**config.mk**
```make
export PLATFORM = sky130hd
export DESIGN_NAME = selective_resend_tracker_core
export DESIGN_NICKNAME = d
export VERILOG_FILES = /design/src/hdl/srt_pkg.sv /design/src/hdl/srt_ram.sv /design/src/hdl/srt_ctrl.sv /design/src/hdl/srt_datapath.sv /design/src/hdl/selective_resend_tracker_core.sv
export SDC_FILE = /design/constraint.sdc
export NUM_CORES = 2
export LEC_CHECK = 0
export ABC_CLOCK_PERIOD_IN_PS = 6600
export BUFFER_PORTS_ARGS = -buffer_cell sky130_fd_sc_hd__buf_2
export CAP_MARGIN = 20
export CORE_UTILIZATION = 35
export CTS_BUF_LIST = sky130_fd_sc_hd__clkbuf_4 sky130_fd_sc_hd__clkbuf_8 sky130_fd_sc_hd__clkbuf_16
export DETAILED_ROUTE_END_ITERATION = 6
export HOLD_SLACK_MARGIN = 0.03
export SYNTH_ARGS = -nofsm -noshare
export SYNTH_HDL_FRONTEND = slang
export SYNTH_SLANG_ARGS = --single-unit
export TNS_END_PERCENT = 10
```
**constraint.sdc**
```tcl
create_clock -name clk -period 6.6 [get_ports clk]
set_clock_uncertainty 0.05 [all_clocks]
set_input_delay 0.33 -clock clk [delete_from_list [all_inputs] [get_ports clk]]
set_output_delay 0.33 -clock clk [all_outputs]
set_load 0.1 [all_outputs]
```
**src/hdl/srt_pkg.sv**
```systemverilog
// Shared types and constants for the selective resend tracker.
`default_nettype none

package srt_pkg;

    // Fixed field widths.
    localparam int ACTION_W  = 2;
    localparam int SEQ_W     = 10;
    localparam int COUNT_W   = 11;
    localparam int LENGTH_W  = 16;
    localparam int OFFSET_W  = 26;
    localparam int CFG_IDX_W = 2;
    localparam int CFG_DATA_W = 16;

    // Largest number of fragments that a sequence number can address.
    localparam int SEQ_SPAN = 1024;

    // Reset values of the configuration registers.
    localparam logic [COUNT_W-1:0]  FRAG_COUNT_RESET  = 11'd1;
    localparam logic [LENGTH_W-1:0] FRAG_LENGTH_RESET = 16'd1024;

    // Item actions.
    typedef enum logic [ACTION_W-1:0] {
        ACT_ACK     = 2'd0,
        ACT_SEND    = 2'd1,
        ACT_RESTART = 2'd2,
        ACT_NONE    = 2'd3
    } action_t;

    // Configuration register indexes.
    typedef enum logic [CFG_IDX_W-1:0] {
        CFG_FRAG_COUNT  = 2'd0,
        CFG_FRAG_LENGTH = 2'd1
    } cfg_index_t;

    // Controller states.
    typedef enum logic [2:0] {
        ST_INIT,
        ST_IDLE,
        ST_ACK,
        ST_SCAN,
        ST_RESTART,
        ST_DONE
    } state_t;

    // Commands from the controller to the datapath.
    typedef struct packed {
        logic accept;
        logic step;
        logic clear_wr;
        logic ack_check;
        logic scan_check;
        logic load_out;
    } dp_cmd_t;

    // Status from the datapath to the controller.
    typedef struct packed {
        logic last_word;
        logic ack_here;
        logic scan_done;
        logic in_bad;
    } dp_stat_t;

endpackage

`default_nettype wire

```
**src/hdl/srt_ram.sv**
```systemverilog
// Generic single-write, single-read RAM with a registered read port.
`default_nettype none

module srt_ram #(
    parameter int WIDTH  = 32,
    parameter int DEPTH  = 32,
    parameter int ADDR_W = (DEPTH > 1) ? $clog2(DEPTH) : 1
) (
    input  wire logic              clk,
    input  wire logic              wr_en,
    input  wire logic [ADDR_W-1:0] wr_addr,
    input  wire logic [WIDTH-1:0]  wr_data,
    input  wire logic [ADDR_W-1:0] rd_addr,
    output logic      [WIDTH-1:0]  rd_data
);

    logic [WIDTH-1:0] mem_reg [DEPTH];
    logic [WIDTH-1:0] rd_data_reg;

    // Write port and registered read port.
    always_ff @(posedge clk)
    begin
        if (wr_en)
        begin
            mem_reg[wr_addr] <= wr_data;
        end
        rd_data_reg <= mem_reg[rd_addr];
    end

    assign rd_data = rd_data_reg;

endmodule

`default_nettype wire

```
**src/hdl/srt_ctrl.sv**
```systemverilog
// Controller state machine of the selective resend tracker.
`default_nettype none

module srt_ctrl (
    input  wire logic                              clk,
    input  wire logic                              rst_n,
    input  wire logic                              in_valid,
    output logic                                   in_ready,
    input  wire logic [srt_pkg::ACTION_W-1:0]      action,
    output logic                                   out_valid,
    input  wire logic                              out_ready,
    output srt_pkg::dp_cmd_t                       cmd,
    input  wire srt_pkg::dp_stat_t                 stat
);

    import srt_pkg::*;

    state_t state_reg;
    state_t state_next;
    logic   out_valid_reg;
    logic   out_valid_next;
    logic   out_free;

    // The output register can take a result when empty or being emptied.
    assign out_free = !out_valid_reg || out_ready;

    // Next state.
    always_comb
    begin
        state_next = state_reg;
        unique case (state_reg)
            ST_INIT:
            begin
                if (stat.last_word)
                begin
                    state_next = ST_IDLE;
                end
            end
            ST_IDLE:
            begin
                if (in_valid)
                begin
                    unique case (action_t'(action))
                        ACT_ACK:     state_next = stat.in_bad ? ST_DONE : ST_ACK;
                        ACT_SEND:    state_next = ST_SCAN;
                        ACT_RESTART: state_next = ST_RESTART;
                        default:     state_next = ST_DONE;
                    endcase
                end
            end
            ST_ACK:
            begin
                if (stat.ack_here)
                begin
                    state_next = ST_DONE;
                end
            end
            ST_SCAN:
            begin
                if (stat.scan_done)
                begin
                    state_next = ST_DONE;
                end
            end
            ST_RESTART:
            begin
                if (stat.last_word)
                begin
                    state_next = ST_DONE;
                end
            end
            ST_DONE:
            begin
                if (out_free)
                begin
                    state_next = ST_IDLE;
                end
            end
            default:
            begin
                state_next = ST_INIT;
            end
        endcase
    end

    // Outputs and datapath commands.
    always_comb
    begin
        cmd      = '0;
        in_ready = 1'b0;
        unique case (state_reg)
            ST_INIT:
            begin
                cmd.clear_wr = 1'b1;
                cmd.step     = !stat.last_word;
            end
            ST_IDLE:
            begin
                in_ready   = 1'b1;
                cmd.accept = in_valid;
            end
            ST_ACK:
            begin
                cmd.ack_check = 1'b1;
                cmd.step      = !stat.ack_here;
            end
            ST_SCAN:
            begin
                cmd.scan_check = 1'b1;
                cmd.step       = !stat.scan_done;
            end
            ST_RESTART:
            begin
                cmd.clear_wr = 1'b1;
                cmd.step     = !stat.last_word;
            end
            ST_DONE:
            begin
                cmd.load_out = out_free;
            end
            default:
            begin
                cmd = '0;
            end
        endcase
    end

    // Output valid flag: set on a load, cleared once the transfer completes.
    always_comb
    begin
        out_valid_next = out_valid_reg;
        if (cmd.load_out)
        begin
            out_valid_next = 1'b1;
        end
        else if (out_ready)
        begin
            out_valid_next = 1'b0;
        end
    end

    always_ff @(posedge clk or negedge rst_n)
    begin
        if (!rst_n)
        begin
            state_reg     <= ST_INIT;
            out_valid_reg <= 1'b0;
        end
        else
        begin
            state_reg     <= state_next;
            out_valid_reg <= out_valid_next;
        end
    end

    assign out_valid = out_valid_reg;

    // A result is only loaded when the output register has room.
    a_load_room: assert property (@(posedge clk) disable iff (!rst_n)
        cmd.load_out |-> (!out_valid_reg || out_ready))
        else $error("result loaded over an untaken result");

    // A restart item always runs the map sweep.
    a_restart_sweep: assert property (@(posedge clk) disable iff (!rst_n)
        (in_valid && in_ready && action == ACT_RESTART) |=> state_reg == ST_RESTART)
        else $error("restart did not start the map sweep");

    // A new result only appears after the finishing state.
    a_out_from_done: assert property (@(posedge clk) disable iff (!rst_n)
        $rose(out_valid_reg) |-> $past(state_reg) == ST_DONE)
        else $error("result appeared outside the finishing state");

    // No item is taken while a scan or sweep is running.
    a_no_accept_busy: assert property (@(posedge clk) disable iff (!rst_n)
        (state_reg == ST_SCAN || state_reg == ST_ACK || state_reg == ST_RESTART
         || state_reg == ST_INIT) |-> !in_ready)
        else $error("item taken while busy");

endmodule

`default_nettype wire

```
**src/hdl/srt_datapath.sv**
```systemverilog
// Datapath of the selective resend tracker: map memory, scan logic and result registers.
`default_nettype none

module srt_datapath #(
    parameter int MAX_FRAGMENTS  = 1024,
    parameter int SCAN_WORD_BITS = 32
) (
    input  wire logic                              clk,
    input  wire logic                              rst_n,
    input  wire logic                              cfg_valid,
    input  wire logic [srt_pkg::CFG_IDX_W-1:0]     cfg_index,
    input  wire logic [srt_pkg::CFG_DATA_W-1:0]    cfg_data,
    input  wire logic [srt_pkg::ACTION_W-1:0]      action,
    input  wire logic [srt_pkg::SEQ_W-1:0]         ack_seq,
    input  wire srt_pkg::dp_cmd_t                  cmd,
    output srt_pkg::dp_stat_t                      stat,
    output logic                                   send_valid,
    output logic      [srt_pkg::SEQ_W-1:0]         send_seq,
    output logic      [srt_pkg::OFFSET_W-1:0]      send_offset,
    output logic                                   newly_delivered,
    output logic                                   bad_seq,
    output logic      [srt_pkg::COUNT_W-1:0]       delivered_total,
    output logic                                   all_delivered
);

    import srt_pkg::*;

    localparam int MAP_DEPTH = (MAX_FRAGMENTS < SEQ_SPAN) ? MAX_FRAGMENTS : SEQ_SPAN;
    localparam int NUM_WORDS = (MAP_DEPTH + SCAN_WORD_BITS - 1) / SCAN_WORD_BITS;
    localparam int WORD_AW   = (NUM_WORDS > 1) ? $clog2(NUM_WORDS) : 1;
    localparam int BIT_W     = (SCAN_WORD_BITS > 1) ? $clog2(SCAN_WORD_BITS) : 1;
    localparam logic [WORD_AW-1:0] LAST_WORD = WORD_AW'(NUM_WORDS - 1);
    localparam logic [COUNT_W-1:0] WORD_STEP = COUNT_W'(SCAN_WORD_BITS);
    localparam logic [COUNT_W-1:0] MAP_LIMIT = COUNT_W'(MAP_DEPTH);

    // Configuration and tracking state.
    logic [COUNT_W-1:0]  frag_count_reg;
    logic [LENGTH_W-1:0] frag_len_reg;
    logic [COUNT_W-1:0]  counter_reg, counter_next;
    logic [SEQ_W-1:0]    cursor_reg, cursor_next;

    // Per-item working registers.
    logic [SEQ_W-1:0]    seq_reg, seq_next;
    logic [SEQ_W-1:0]    start_reg, start_next;
    logic [WORD_AW-1:0]  widx_reg, widx_next;
    logic [COUNT_W-1:0]  base_reg, base_next;
    logic                lo_found_reg, lo_found_next;
    logic [SEQ_W-1:0]    lo_seq_reg, lo_seq_next;
    logic                res_valid_reg, res_valid_next;
    logic [SEQ_W-1:0]    res_seq_reg, res_seq_next;
    logic                res_newly_reg, res_newly_next;
    logic                res_bad_reg, res_bad_next;

    // Output payload registers.
    logic                out_send_valid_reg;
    logic [SEQ_W-1:0]    out_send_seq_reg;
    logic [OFFSET_W-1:0] out_offset_reg;
    logic                out_newly_reg;
    logic                out_bad_reg;
    logic [COUNT_W-1:0]  out_total_reg;
    logic                out_all_reg;

    // Map memory signals.
    logic                      wr_en;
    logic [SCAN_WORD_BITS-1:0] wr_data;
    logic [SCAN_WORD_BITS-1:0] rd_data;

    // Scan and acknowledge helpers.
    logic [COUNT_W-1:0]        eff_count;
    logic [COUNT_W-1:0]        base_plus_w;
    logic [COUNT_W-1:0]        start_ext;
    logic [COUNT_W-1:0]        bit_idx [SCAN_WORD_BITS];
    logic [SCAN_WORD_BITS-1:0] hi_mask;
    logic [SCAN_WORD_BITS-1:0] lo_mask;
    logic                      hi_any;
    logic                      lo_any;
    logic [BIT_W-1:0]          hi_pos;
    logic [BIT_W-1:0]          lo_pos;
    logic [COUNT_W-1:0]        hi_seq;
    logic [COUNT_W-1:0]        lo_seq_now;
    logic                      scan_last;
    logic [COUNT_W-1:0]        ack_diff;
    logic [BIT_W-1:0]          ack_bit;
    logic [SCAN_WORD_BITS-1:0] ack_onehot;
    logic                      ack_here;
    logic                      ack_set;
    logic [COUNT_W-1:0]        cursor_inc;

    // Effective count saturates at the map size.
    assign eff_count   = (frag_count_reg > MAP_LIMIT) ? MAP_LIMIT : frag_count_reg;
    assign base_plus_w = base_reg + WORD_STEP;
    assign start_ext   = {1'b0, start_reg};
    assign scan_last   = (widx_reg == LAST_WORD) || (base_plus_w >= eff_count);

    // Mask the current word to the live range, split at the start point.
    always_comb
    begin
        for (int b = 0; b < SCAN_WORD_BITS; b++)
        begin
            bit_idx[b] = base_reg + COUNT_W'(b);
            hi_mask[b] = rd_data[b] && (bit_idx[b] < eff_count) && (bit_idx[b] >= start_ext);
            lo_mask[b] = rd_data[b] && (bit_idx[b] < eff_count) && (bit_idx[b] < start_ext);
        end
    end

    // Lowest set bit of each masked word.
    always_comb
    begin
        hi_any = 1'b0;
        lo_any = 1'b0;
        hi_pos = '0;
        lo_pos = '0;
        for (int b = SCAN_WORD_BITS - 1; b >= 0; b--)
        begin
            if (hi_mask[b])
            begin
                hi_any = 1'b1;
                hi_pos = BIT_W'(b);
            end
            if (lo_mask[b])
            begin
                lo_any = 1'b1;
                lo_pos = BIT_W'(b);
            end
        end
    end

    assign hi_seq     = base_reg + COUNT_W'(hi_pos);
    assign lo_seq_now = base_reg + COUNT_W'(lo_pos);

    // Acknowledge bit within the current word.
    assign ack_diff = {1'b0, seq_reg} - base_reg;
    assign ack_bit  = ack_diff[BIT_W-1:0];
    assign ack_here = {1'b0, seq_reg} < base_plus_w;
    assign ack_set  = rd_data[ack_bit];

    always_comb
    begin
        for (int b = 0; b < SCAN_WORD_BITS; b++)
        begin
            ack_onehot[b] = (ack_bit == BIT_W'(b));
        end
    end

    // Map writes: a sweep sets every word, an acknowledge clears one bit.
    assign wr_en   = cmd.clear_wr || (cmd.ack_check && ack_here && ack_set);
    assign wr_data = cmd.clear_wr ? {SCAN_WORD_BITS{1'b1}} : (rd_data & ~ack_onehot);

    assign cursor_inc = {1'b0, res_seq_reg} + COUNT_W'(1);

    // Next values of the working state.
    always_comb
    begin
        counter_next   = counter_reg;
        cursor_next    = cursor_reg;
        seq_next       = seq_reg;
        start_next     = start_reg;
        widx_next      = widx_reg;
        base_next      = base_reg;
        lo_found_next  = lo_found_reg;
        lo_seq_next    = lo_seq_reg;
        res_valid_next = res_valid_reg;
        res_seq_next   = res_seq_reg;
        res_newly_next = res_newly_reg;
        res_bad_next   = res_bad_reg;

        if (cmd.accept)
        begin
            seq_next       = ack_seq;
            start_next     = ({1'b0, cursor_reg} < eff_count) ? cursor_reg : '0;
            widx_next      = '0;
            base_next      = '0;
            lo_found_next  = 1'b0;
            res_valid_next = 1'b0;
            res_seq_next   = '0;
            res_newly_next = 1'b0;
            res_bad_next   = (action == ACT_ACK) && stat.in_bad;
            if (action == ACT_RESTART)
            begin
                counter_next = '0;
                cursor_next  = '0;
            end
        end
        else if (cmd.step)
        begin
            widx_next = widx_reg + WORD_AW'(1);
            base_next = base_plus_w;
        end

        // Acknowledge lands on this word.
        if (cmd.ack_check && ack_here && ack_set)
        begin
            counter_next   = counter_reg + COUNT_W'(1);
            res_newly_next = 1'b1;
        end

        // Scan: a hit at or after the start wins, else the lowest hit before it.
        if (cmd.scan_check)
        begin
            if (hi_any)
            begin
                res_valid_next = 1'b1;
                res_seq_next   = hi_seq[SEQ_W-1:0];
            end
            else if (scan_last)
            begin
                if (lo_found_reg)
                begin
                    res_valid_next = 1'b1;
                    res_seq_next   = lo_seq_reg;
                end
                else if (lo_any)
                begin
                    res_valid_next = 1'b1;
                    res_seq_next   = lo_seq_now[SEQ_W-1:0];
                end
            end
            else if (lo_any && !lo_found_reg)
            begin
                lo_found_next = 1'b1;
                lo_seq_next   = lo_seq_now[SEQ_W-1:0];
            end
        end

        // Cursor moves past the sent fragment once the result is loaded.
        if (cmd.load_out && res_valid_reg)
        begin
            cursor_next = (cursor_inc < eff_count) ? cursor_inc[SEQ_W-1:0] : '0;
        end
    end

    // Control state with reset.
    always_ff @(posedge clk or negedge rst_n)
    begin
        if (!rst_n)
        begin
            frag_count_reg <= FRAG_COUNT_RESET;
            frag_len_reg   <= FRAG_LENGTH_RESET;
            counter_reg    <= '0;
            cursor_reg     <= '0;
            widx_reg       <= '0;
            base_reg       <= '0;
            lo_found_reg   <= 1'b0;
            res_valid_reg  <= 1'b0;
        end
        else
        begin
            if (cfg_valid && cfg_index == CFG_FRAG_COUNT)
            begin
                frag_count_reg <= cfg_data[COUNT_W-1:0];
            end
            if (cfg_valid && cfg_index == CFG_FRAG_LENGTH)
            begin
                frag_len_reg <= cfg_data[LENGTH_W-1:0];
            end
            counter_reg   <= counter_next;
            cursor_reg    <= cursor_next;
            widx_reg      <= widx_next;
            base_reg      <= base_next;
            lo_found_reg  <= lo_found_next;
            res_valid_reg <= res_valid_next;
        end
    end

    // Payload registers.
    always_ff @(posedge clk)
    begin
        seq_reg       <= seq_next;
        start_reg     <= start_next;
        lo_seq_reg    <= lo_seq_next;
        res_seq_reg   <= res_seq_next;
        res_newly_reg <= res_newly_next;
        res_bad_reg   <= res_bad_next;
        if (cmd.load_out)
        begin
            out_send_valid_reg <= res_valid_reg;
            out_send_seq_reg   <= res_seq_reg;
            out_offset_reg     <= OFFSET_W'(res_seq_reg) * OFFSET_W'(frag_len_reg);
            out_newly_reg      <= res_newly_reg;
            out_bad_reg        <= res_bad_reg;
            out_total_reg      <= counter_reg;
            out_all_reg        <= (counter_reg == eff_count);
        end
    end

    // Outstanding map, one scan word per entry.
    srt_ram #(
        .WIDTH (SCAN_WORD_BITS),
        .DEPTH (NUM_WORDS)
    ) u_map (
        .clk     (clk),
        .wr_en   (wr_en),
        .wr_addr (widx_reg),
        .wr_data (wr_data),
        .rd_addr (widx_next),
        .rd_data (rd_data)
    );

    // Status to the controller.
    always_comb
    begin
        stat.last_word = (widx_reg == LAST_WORD);
        stat.ack_here  = ack_here;
        stat.scan_done = hi_any || scan_last;
        stat.in_bad    = ({1'b0, ack_seq} >= eff_count);
    end

    assign send_valid      = out_send_valid_reg;
    assign send_seq        = out_send_seq_reg;
    assign send_offset     = out_offset_reg;
    assign newly_delivered = out_newly_reg;
    assign bad_seq         = out_bad_reg;
    assign delivered_total = out_total_reg;
    assign all_delivered   = out_all_reg;

endmodule

`default_nettype wire

```
**src/hdl/selective_resend_tracker_core.sv**
```systemverilog
// Top level of the selective resend tracker: controller and datapath.
//
//  Channel  | Handshake             | Payload
//  ---------+-----------------------+------------------------------------------------
//  cfg      | cfg_valid / cfg_ready | cfg_index, cfg_data (always ready)
//  in       | in_valid / in_ready   | action, ack_seq
//  out      | out_valid / out_ready | send_valid, send_seq, send_offset,
//           |                       | newly_delivered, bad_seq, delivered_total,
//           |                       | all_delivered
//
// With W = SCAN_WORD_BITS and N = ceil(min(MAX_FRAGMENTS, 1024) / W) map words,
// the map memory is walked one word per cycle. A send request scans until a hit or
// the last word, an acknowledge walks to the word that holds ack_seq, a restart
// sweeps all N words, and an out-of-range acknowledge or any other action goes
// straight to the result. After reset the map is filled with ones before the first
// item transfer. A waiting result does not block the next item; only loading the
// following result waits for the output register to be taken.
`default_nettype none

module selective_resend_tracker_core #(
    parameter int MAX_FRAGMENTS  = 1024,
    parameter int SCAN_WORD_BITS = 32
) (
    input  wire logic                              clk,
    input  wire logic                              rst_n,
    input  wire logic                              cfg_valid,
    output logic                                   cfg_ready,
    input  wire logic [srt_pkg::CFG_IDX_W-1:0]     cfg_index,
    input  wire logic [srt_pkg::CFG_DATA_W-1:0]    cfg_data,
    input  wire logic                              in_valid,
    output logic                                   in_ready,
    input  wire logic [srt_pkg::ACTION_W-1:0]      action,
    input  wire logic [srt_pkg::SEQ_W-1:0]         ack_seq,
    output logic                                   out_valid,
    input  wire logic                              out_ready,
    output logic                                   send_valid,
    output logic      [srt_pkg::SEQ_W-1:0]         send_seq,
    output logic      [srt_pkg::OFFSET_W-1:0]      send_offset,
    output logic                                   newly_delivered,
    output logic                                   bad_seq,
    output logic      [srt_pkg::COUNT_W-1:0]       delivered_total,
    output logic                                   all_delivered
);

    import srt_pkg::*;

    dp_cmd_t  cmd;
    dp_stat_t stat;

    // Configuration writes are always taken.
    assign cfg_ready = 1'b1;

    srt_ctrl u_ctrl (
        .clk       (clk),
        .rst_n     (rst_n),
        .in_valid  (in_valid),
        .in_ready  (in_ready),
        .action    (action),
        .out_valid (out_valid),
        .out_ready (out_ready),
        .cmd       (cmd),
        .stat      (stat)
    );

    srt_datapath #(
        .MAX_FRAGMENTS  (MAX_FRAGMENTS),
        .SCAN_WORD_BITS (SCAN_WORD_BITS)
    ) u_datapath (
        .clk             (clk),
        .rst_n           (rst_n),
        .cfg_valid       (cfg_valid),
        .cfg_index       (cfg_index),
        .cfg_data        (cfg_data),
        .action          (action),
        .ack_seq         (ack_seq),
        .cmd             (cmd),
        .stat            (stat),
        .send_valid      (send_valid),
        .send_seq        (send_seq),
        .send_offset     (send_offset),
        .newly_delivered (newly_delivered),
        .bad_seq         (bad_seq),
        .delivered_total (delivered_total),
        .all_delivered   (all_delivered)
    );

endmodule

`default_nettype wire
```
Word-level counts from Yosys, hierarchy flattened. Memory sizes are Yosys's and may differ from the RTL's. A register that Yosys moved wholly into a read port is not among the register bits. Index checks and enable logic that the tools add are counted.

Bits in writable memories: 1024. Bits in read-only memories: 0. Output and inout bits: 54. Bits in registers: 163. Word-level logic and storage cells: 524. Latch bits: 0. Memories kept: 1. Input port bits: 35.

Eq/ne operators: 47. Add/sub/neg operators: 38. Mux-type cells: 180. Bitwise operators: 4. $mul: 1. Div/mod/pow operators: 0. Magnitude comparators: 103. Reductions and logical operators: 127. Shift-type cells: 0.

Memories: u_datapath.u_map.mem_reg (depth 32, width 32, read ports 1, clocked after Yosys merged registers in 1, write ports 1, line srt_ram.sv:17) `logic [WIDTH-1:0] mem_reg [DEPTH];`.

Operators with widths (number): 11-bit less-than comparator (33); 11-bit by 10-bit greater-or-equal comparator with 1-bit output (32); 11-bit by 10-bit less-than comparator with 1-bit output (32); 5-bit two-way mux (66); 11-bit by 5-bit adder with 11-bit output (second input constant) (16); 1-bit logical AND (103); 10-bit two-way mux (10); 11-bit by 4-bit adder with 11-bit output (second input constant) (8); 1-bit two-way mux (86); 5-bit equality test (second input constant) (17); 11-bit two-way mux (6); 11-bit by 3-bit adder with 11-bit output (second input constant) (4); 5-bit by 4-bit equality test with 1-bit output (second input constant) (8); 32-bit bitwise AND (1); 32-bit two-way mux (1); 32-bit inverter (1); 10-bit by 16-bit multiplier with 26-bit output (1); 11-bit by 1-bit adder with 11-bit output (second input constant) (2); 11-bit by 2-bit adder with 11-bit output (second input constant) (2); 10-bit by 11-bit less-than comparator with 1-bit output (2); 3-bit two-way mux (7); 10-bit by 5-bit adder with 10-bit output (2); 5-bit by 3-bit equality test with 1-bit output (second input constant) (4); 3-bit one-hot mux with 6 select lines (1); other kinds (32) (55).

Logic depth before layout (Yosys ltp).
Word-level depth: 43. Depth in mapped cells: 27. Gate-level depth less buffers: 24.

Modules after synthesis. A second synthesis with hierarchy kept.

Cell total of the unflattened synthesis: 4187. Area, all modules: 57745.4 um2.

Modules (own cells, without submodules): srt_ram (seq. area each 31390.1 um2, area an instance 40485.1 um2, cells each 2261, instances 1); srt_datapath (seq. area each 4211.5 um2, area an instance 16913.7 um2, cells each 1889, instances 1); srt_ctrl (seq. area each 100.1 um2, area an instance 335.3 um2, cells each 35, instances 1); selective_resend_tracker_core (seq. area each 0.0 um2, area an instance 11.3 um2, cells each 2, instances 1).

Worst setup path after synthesis. No wires, ideal clock.

Path type: reg-to-reg. From: reg u_datapath.res_seq_reg[2]. To: reg u_datapath.out_offset_reg[24], in the netlist u_datapath.send_offset[24] (data pin). Required time: 6.293 ns. Cell stages (with the launch flop): 25. Arrival: 5.782 ns. Setup time: 0.257 ns. Path slack: 0.511 ns. Path through: dfxtp_1 -> clkbuf_1 -> buf_1 -> nand2_1 -> fa_1 -> fa_1 -> inv_1 -> ha_1 -> inv_1 -> fa_1 -> inv_1 -> fa_1 -> ha_1 -> inv_1 -> o21ai_0 -> a211oi_1 -> o31ai_1 -> o211a_1 -> o21a_1 -> o21ai_0 -> a2111oi_0 -> o21a_1 -> o21a_1 -> o41a_1 -> xor2_1.

Cells in the longest elaborated chain, start to end: 1.

RTL lines: from (decl) (line srt_datapath.sv:50) `logic [SEQ_W-1:0] res_seq_reg, res_seq_next;`; from (signal assigned) (line srt_datapath.sv:271) `res_seq_reg <= res_seq_next;`; 10-bit by 16-bit multiplier with 26-bit output (line srt_datapath.sv:278) `out_offset_reg <= OFFSET_W'(res_seq_reg) * OFFSET_W'(frag_len_reg);`; to (signal assigned) (line srt_datapath.sv:278); to (decl) (line srt_datapath.sv:57) `logic [OFFSET_W-1:0] out_offset_reg;`.

Every way passes these cells. A chain may end at the register's enable or synchronous reset.

Worst setup path after layout.
From: reg u_datapath.frag_count_reg[10]. To: reg u_datapath.u_map.rd_data_reg[29], in the netlist u_datapath.u_map.rd_data[29], read port of u_datapath.u_map.mem_reg.

Cells in the longest elaborated chain, start to end: 42.

RTL lines: from (decl) (line srt_datapath.sv:37) `logic [COUNT_W-1:0] frag_count_reg;`; from (signal assigned) (line srt_datapath.sv:250) `frag_count_reg <= cfg_data[COUNT_W-1:0];`; 11-bit > comparator (line srt_datapath.sv:90) `assign eff_count = (frag_count_reg > MAP_LIMIT) ? MAP_LIMIT : frag_count_reg;`; 11-bit two-way mux (*) (line srt_datapath.sv:90); 11-bit less-than comparator (line srt_datapath.sv:101) `hi_mask[b] = rd_data[b] && (bit_idx[b] < eff_count) && (bit_idx[b] >= start_ext);`; 1-bit logical AND (2 in a row) (line srt_datapath.sv:101); 1-bit two-way mux (32 in a row) (line srt_datapath.sv:115) `if (hi_mask[b])`; 1-bit logical OR (*) (line srt_datapath.sv:304) `stat.scan_done = hi_any || scan_last;`; 1-bit logical NOT (*) (line srt_ctrl.sv:110) `cmd.step = !stat.scan_done;`; 1-bit one-hot mux with 3 select lines (*) (line srt_ctrl.sv:91) `unique case (state_reg)`; 5-bit two-way mux (*) (line srt_datapath.sv:184) `else if (cmd.step)`; 5-bit two-way mux (*) (line srt_datapath.sv:167) `if (cmd.accept)`; to (decl) (line srt_ram.sv:18) `logic [WIDTH-1:0] rd_data_reg;`.

Mark *: on every way between the ends. The rest lies on a longest branch, timed or not.

==> metrics.csv <==
stage;metric;value;unit
pwr;internal_power;0.0204;W
sta;finalCritPeriodShare;95.6;%
sta;final.setup.tns;0;ns
clock_tree;cts_tree;yes;
placement;post-dp-hpwl;107;mm
sta;min_period;6.31;ns
route;routed_wl;160;mm
min_path;whs_endpoint;u_datapath.frag_count_reg[10];
status;status;complete, but fails checks;
sta;clock.fmax;158;MHz
pwr;p_sw;0.0149;W
finish;finalNonFillerCells;6841;
clock_tree;cts_htree_levels;4;
synth;synth_common_cells;1106 x edfxtp_1, 696 x nand2_1, 196 x a21oi_1;
floorplan;die_w;404;um
sta;worst_slew_pin_slew;1.07;ns
route;firstDrtPassIters;7;
synth;ys_seq_elements;1214;
pwr;ir_drop;461;uV
sta;maxSlewViolCount;0;
pwr;power;0.0353;W
pwr;swShare;42.2;%
clock_tree;cts_buffer_depth;3;
finish;fill_cells;14817;
floorplan;die_area;163000;um2
synth;yosysSeqAreaShare;63.2;%
min_path;min_path_cells;4;
floorplan;ios;89;
worst_setup_path;cp.required;7.19;ns
placement;io_buffers;87;
global_routing;grt.overflow.total;0;
floorplan;die_height;404;um
placement;placed_cells;6543;
sta;relSlewSlack;28.4;%
pwr;pwr-share-clk;21.3;%
worst_setup_path;start_kind;flop;
synth;syn-cell-area;56500;um2
worst_setup_path;regToRegEndpoint;u_datapath.u_map.rd_data[29];
synth;yosysMostFrequentCell;edfxtp_1;
finish;drive_gt1_share;13.9;%
pwr;p_per_area;533;nW/um2
sta;grt_setup_unrepaired;false;
route;route.vias.total;37861;
synth;ys_types;100;
finish;fin_nets;4874;
synth;ys_warn_count;0;
pwr;p_comb_share;47.3;%
global_routing;grt_pass1_vias;36631;
synth;synth.area.top_cells;edfxtp_1 59%, nand2_1 4.6%, fa_1 3.9%;
synth;synth.avg_cell_area;12.9;um2
global_routing;grt_max_degree;84;
worst_setup_path;critPathMaxFanout;31;
pwr;power.leakage;23.8;nW
placement;gp_congestion;0.924;
synth;ys.flop_type;edfxtp_1;
worst_setup_path;reg2reg_slack;0.29;ns
worst_setup_path;endpoint_kind;flop;
finish;area_delta_synth_final;17.2;%
finish;largest_reg_flops;1024;
route;drc;1;
worst_setup_path;r2r_start;u_datapath.frag_count_reg[10];
sta;setup_viol;0;
worst_setup_path;arrival;6.90;ns
clock_tree;root_buffer;clkbuf_16;
global_routing;antenna_found_initial;4;
route;ant_nets;0;
synth;syn_inst;4367;
floorplan;start_util;35.2;%
sta;finalHoldViolCount;0;
clock_tree;cts_buffers;130;
run;drv_cap;0;
synth;async_flop_share;5.35;%
route;first_iter_violations;4207;
status;violations;DRC;
worst_setup_path;reg2reg_depth;16;
synth;synth_enable_flop_cells;1106;
clock_tree;insertion_delay;0.79;ns
synth;synth_area_leader_cell;edfxtp_1;
clock_tree;clk_pin_slew_worst_paths;0.06;ns
floorplan;rows;147;
global_routing;grt_use_total;19.2;%
floorplan;core_region_area;160000;um2
pwr;pwr-share-seq;31.4;%
global_routing;grt_pass1_wl;237;mm
min_path;hold_class;primary input to flop;
route;wl_per_cell;23.3;um
route;vias_per_cell;5.53;
clock_tree;cts_sinks;1214;
worst_setup_path;path_class;flop to flop;
synth;synth_top_area_share;58.8;%
min_path;min-delay-start;cfg_valid;
final cells by class:
class / instances / area, um2 / area share [%]
inverters: 147 / 567 / 0.856
multi-input cells: 2738 / 19400 / 29.4
repair buffers: 341 / 3310 / 5.01
flip-flops and latches: 1214 / 35700 / 53.9
clock inverters: 67 / 818 / 1.24
diodes: 2 / 5.00 / 0.00756
well taps: 2160 / 2700 / 4.08
clock buffers: 172 / 3650 / 5.51
layout by cell type, fill, tap and decap left out, drive strengths merged, types with 93 or more instances in the layout:
master	instances
ha	157
nand3	143
buf	302
nor2	138
a21oi	196
nand2	696
fa	110
o21ai	226
inv	151
a222oi	93
edfxtp	1106
clkbuf	172
layer usage:
| metal | track usage (%) | up-vias | wire (um) |
|---|---|---|---|
| met1 | 27.5 | 19183 | 71000 |
| met2 | 30.3 | 1452 | 73300 |
| li1 | - | 17013 | - |
| met4 | 4.94 | 0 | 3440 |
| met3 | 3.21 | 213 | 11800 |
| met5 | 0 | - | 0 |
timing repair:
action | CTS | global route
setup buffers | 0 | 0
gates resized for setup | 0 | 13
setup endpoints to repair | 0 | 5
hold buffers | 39 | 0
endpoints found under the hold margin | 107 | 0
per-stage QoR:
stage	hold WS (ns)	util, %	instance area (um2)	setup WS (ns)
6_report	0.117	41.3	66200	0.290
3_3_place_gp	0.352	37.8	60600	0.178
4_1_cts	0.0636	40.9	65700	0.0498
3_5_place_dp	0.355	37.9	60800	0.136
2_1_floorplan	-0.0156	-	56500	0.511
5_1_grt	0.0853	41.3	66200	0.0137
worst max-delay path by stage:
| stage | startpoint | to | slack (ns) | cells after the start |
|---|---|---|---|---|
| finish | u_datapath.frag_count_reg[10] | u_datapath.u_map.rd_data[29] | 0.29 | 16 |
| global route | u_datapath.frag_count_reg[10] | u_datapath.u_map.rd_data[11] | 0.01 | 21 |
| CTS | u_datapath.res_seq_reg[5] | u_datapath.send_offset[24] | 0.05 | 18 |
| detailed placement | u_datapath.res_seq_reg[5] | u_datapath.send_offset[24] | 0.14 | 18 |
| global placement | u_datapath.res_seq_reg[5] | u_datapath.send_offset[24] | 0.18 | 18 |
| floorplan | u_datapath.res_seq_reg[2] | u_datapath.send_offset[24] | 0.51 | 24 |
power by group through the flow:
stage | clock network [W] | registers [W] | logic (W)
6_report | 0.00751 | 0.0111 | 0.0167
5_1_grt | 0.00792 | 0.0111 | 0.0181
4_1_cts | 0.00764 | 0.0111 | 0.0162
3_5_place_dp | 0 | 0.0113 | 0.0162
3_3_place_gp | 0 | 0.0113 | 0.0159
2_1_floorplan | 0 | 0.0116 | 0.00972
critical path: stages (launching register included):
cell and delay, ns:
dfrtp_1 0.44, inv_1 0.24, nand2_1 0.23, ha_1 0.44, and4bb_1 0.36, or3b_1 0.50
o21ai_0 0.36, a21oi_1 0.11, o41a_1 0.43, or3_1 0.52, o31ai_1 0.42, mux2_2 0.42
buf_4 0.21, nor2_4 0.75, nand3_1 0.28, o21ai_1 0.27, nor4_2 0.10
logic make-up after synthesis:
logic type | after synthesis | share of synthesized area [%]
simple gates | 1347 | 11.1
flops | 1214 | 63.2
compound gates | 953 | 12.1
buf+inv | 418 | 3.09
fa+ha+maj | 268 | 7.39
mux | 108 | 2.21
xor+xnor | 57 | 0.884
other cells | 2 | 0.0133
No activity file was read; power rests on OpenSTA's default activity.
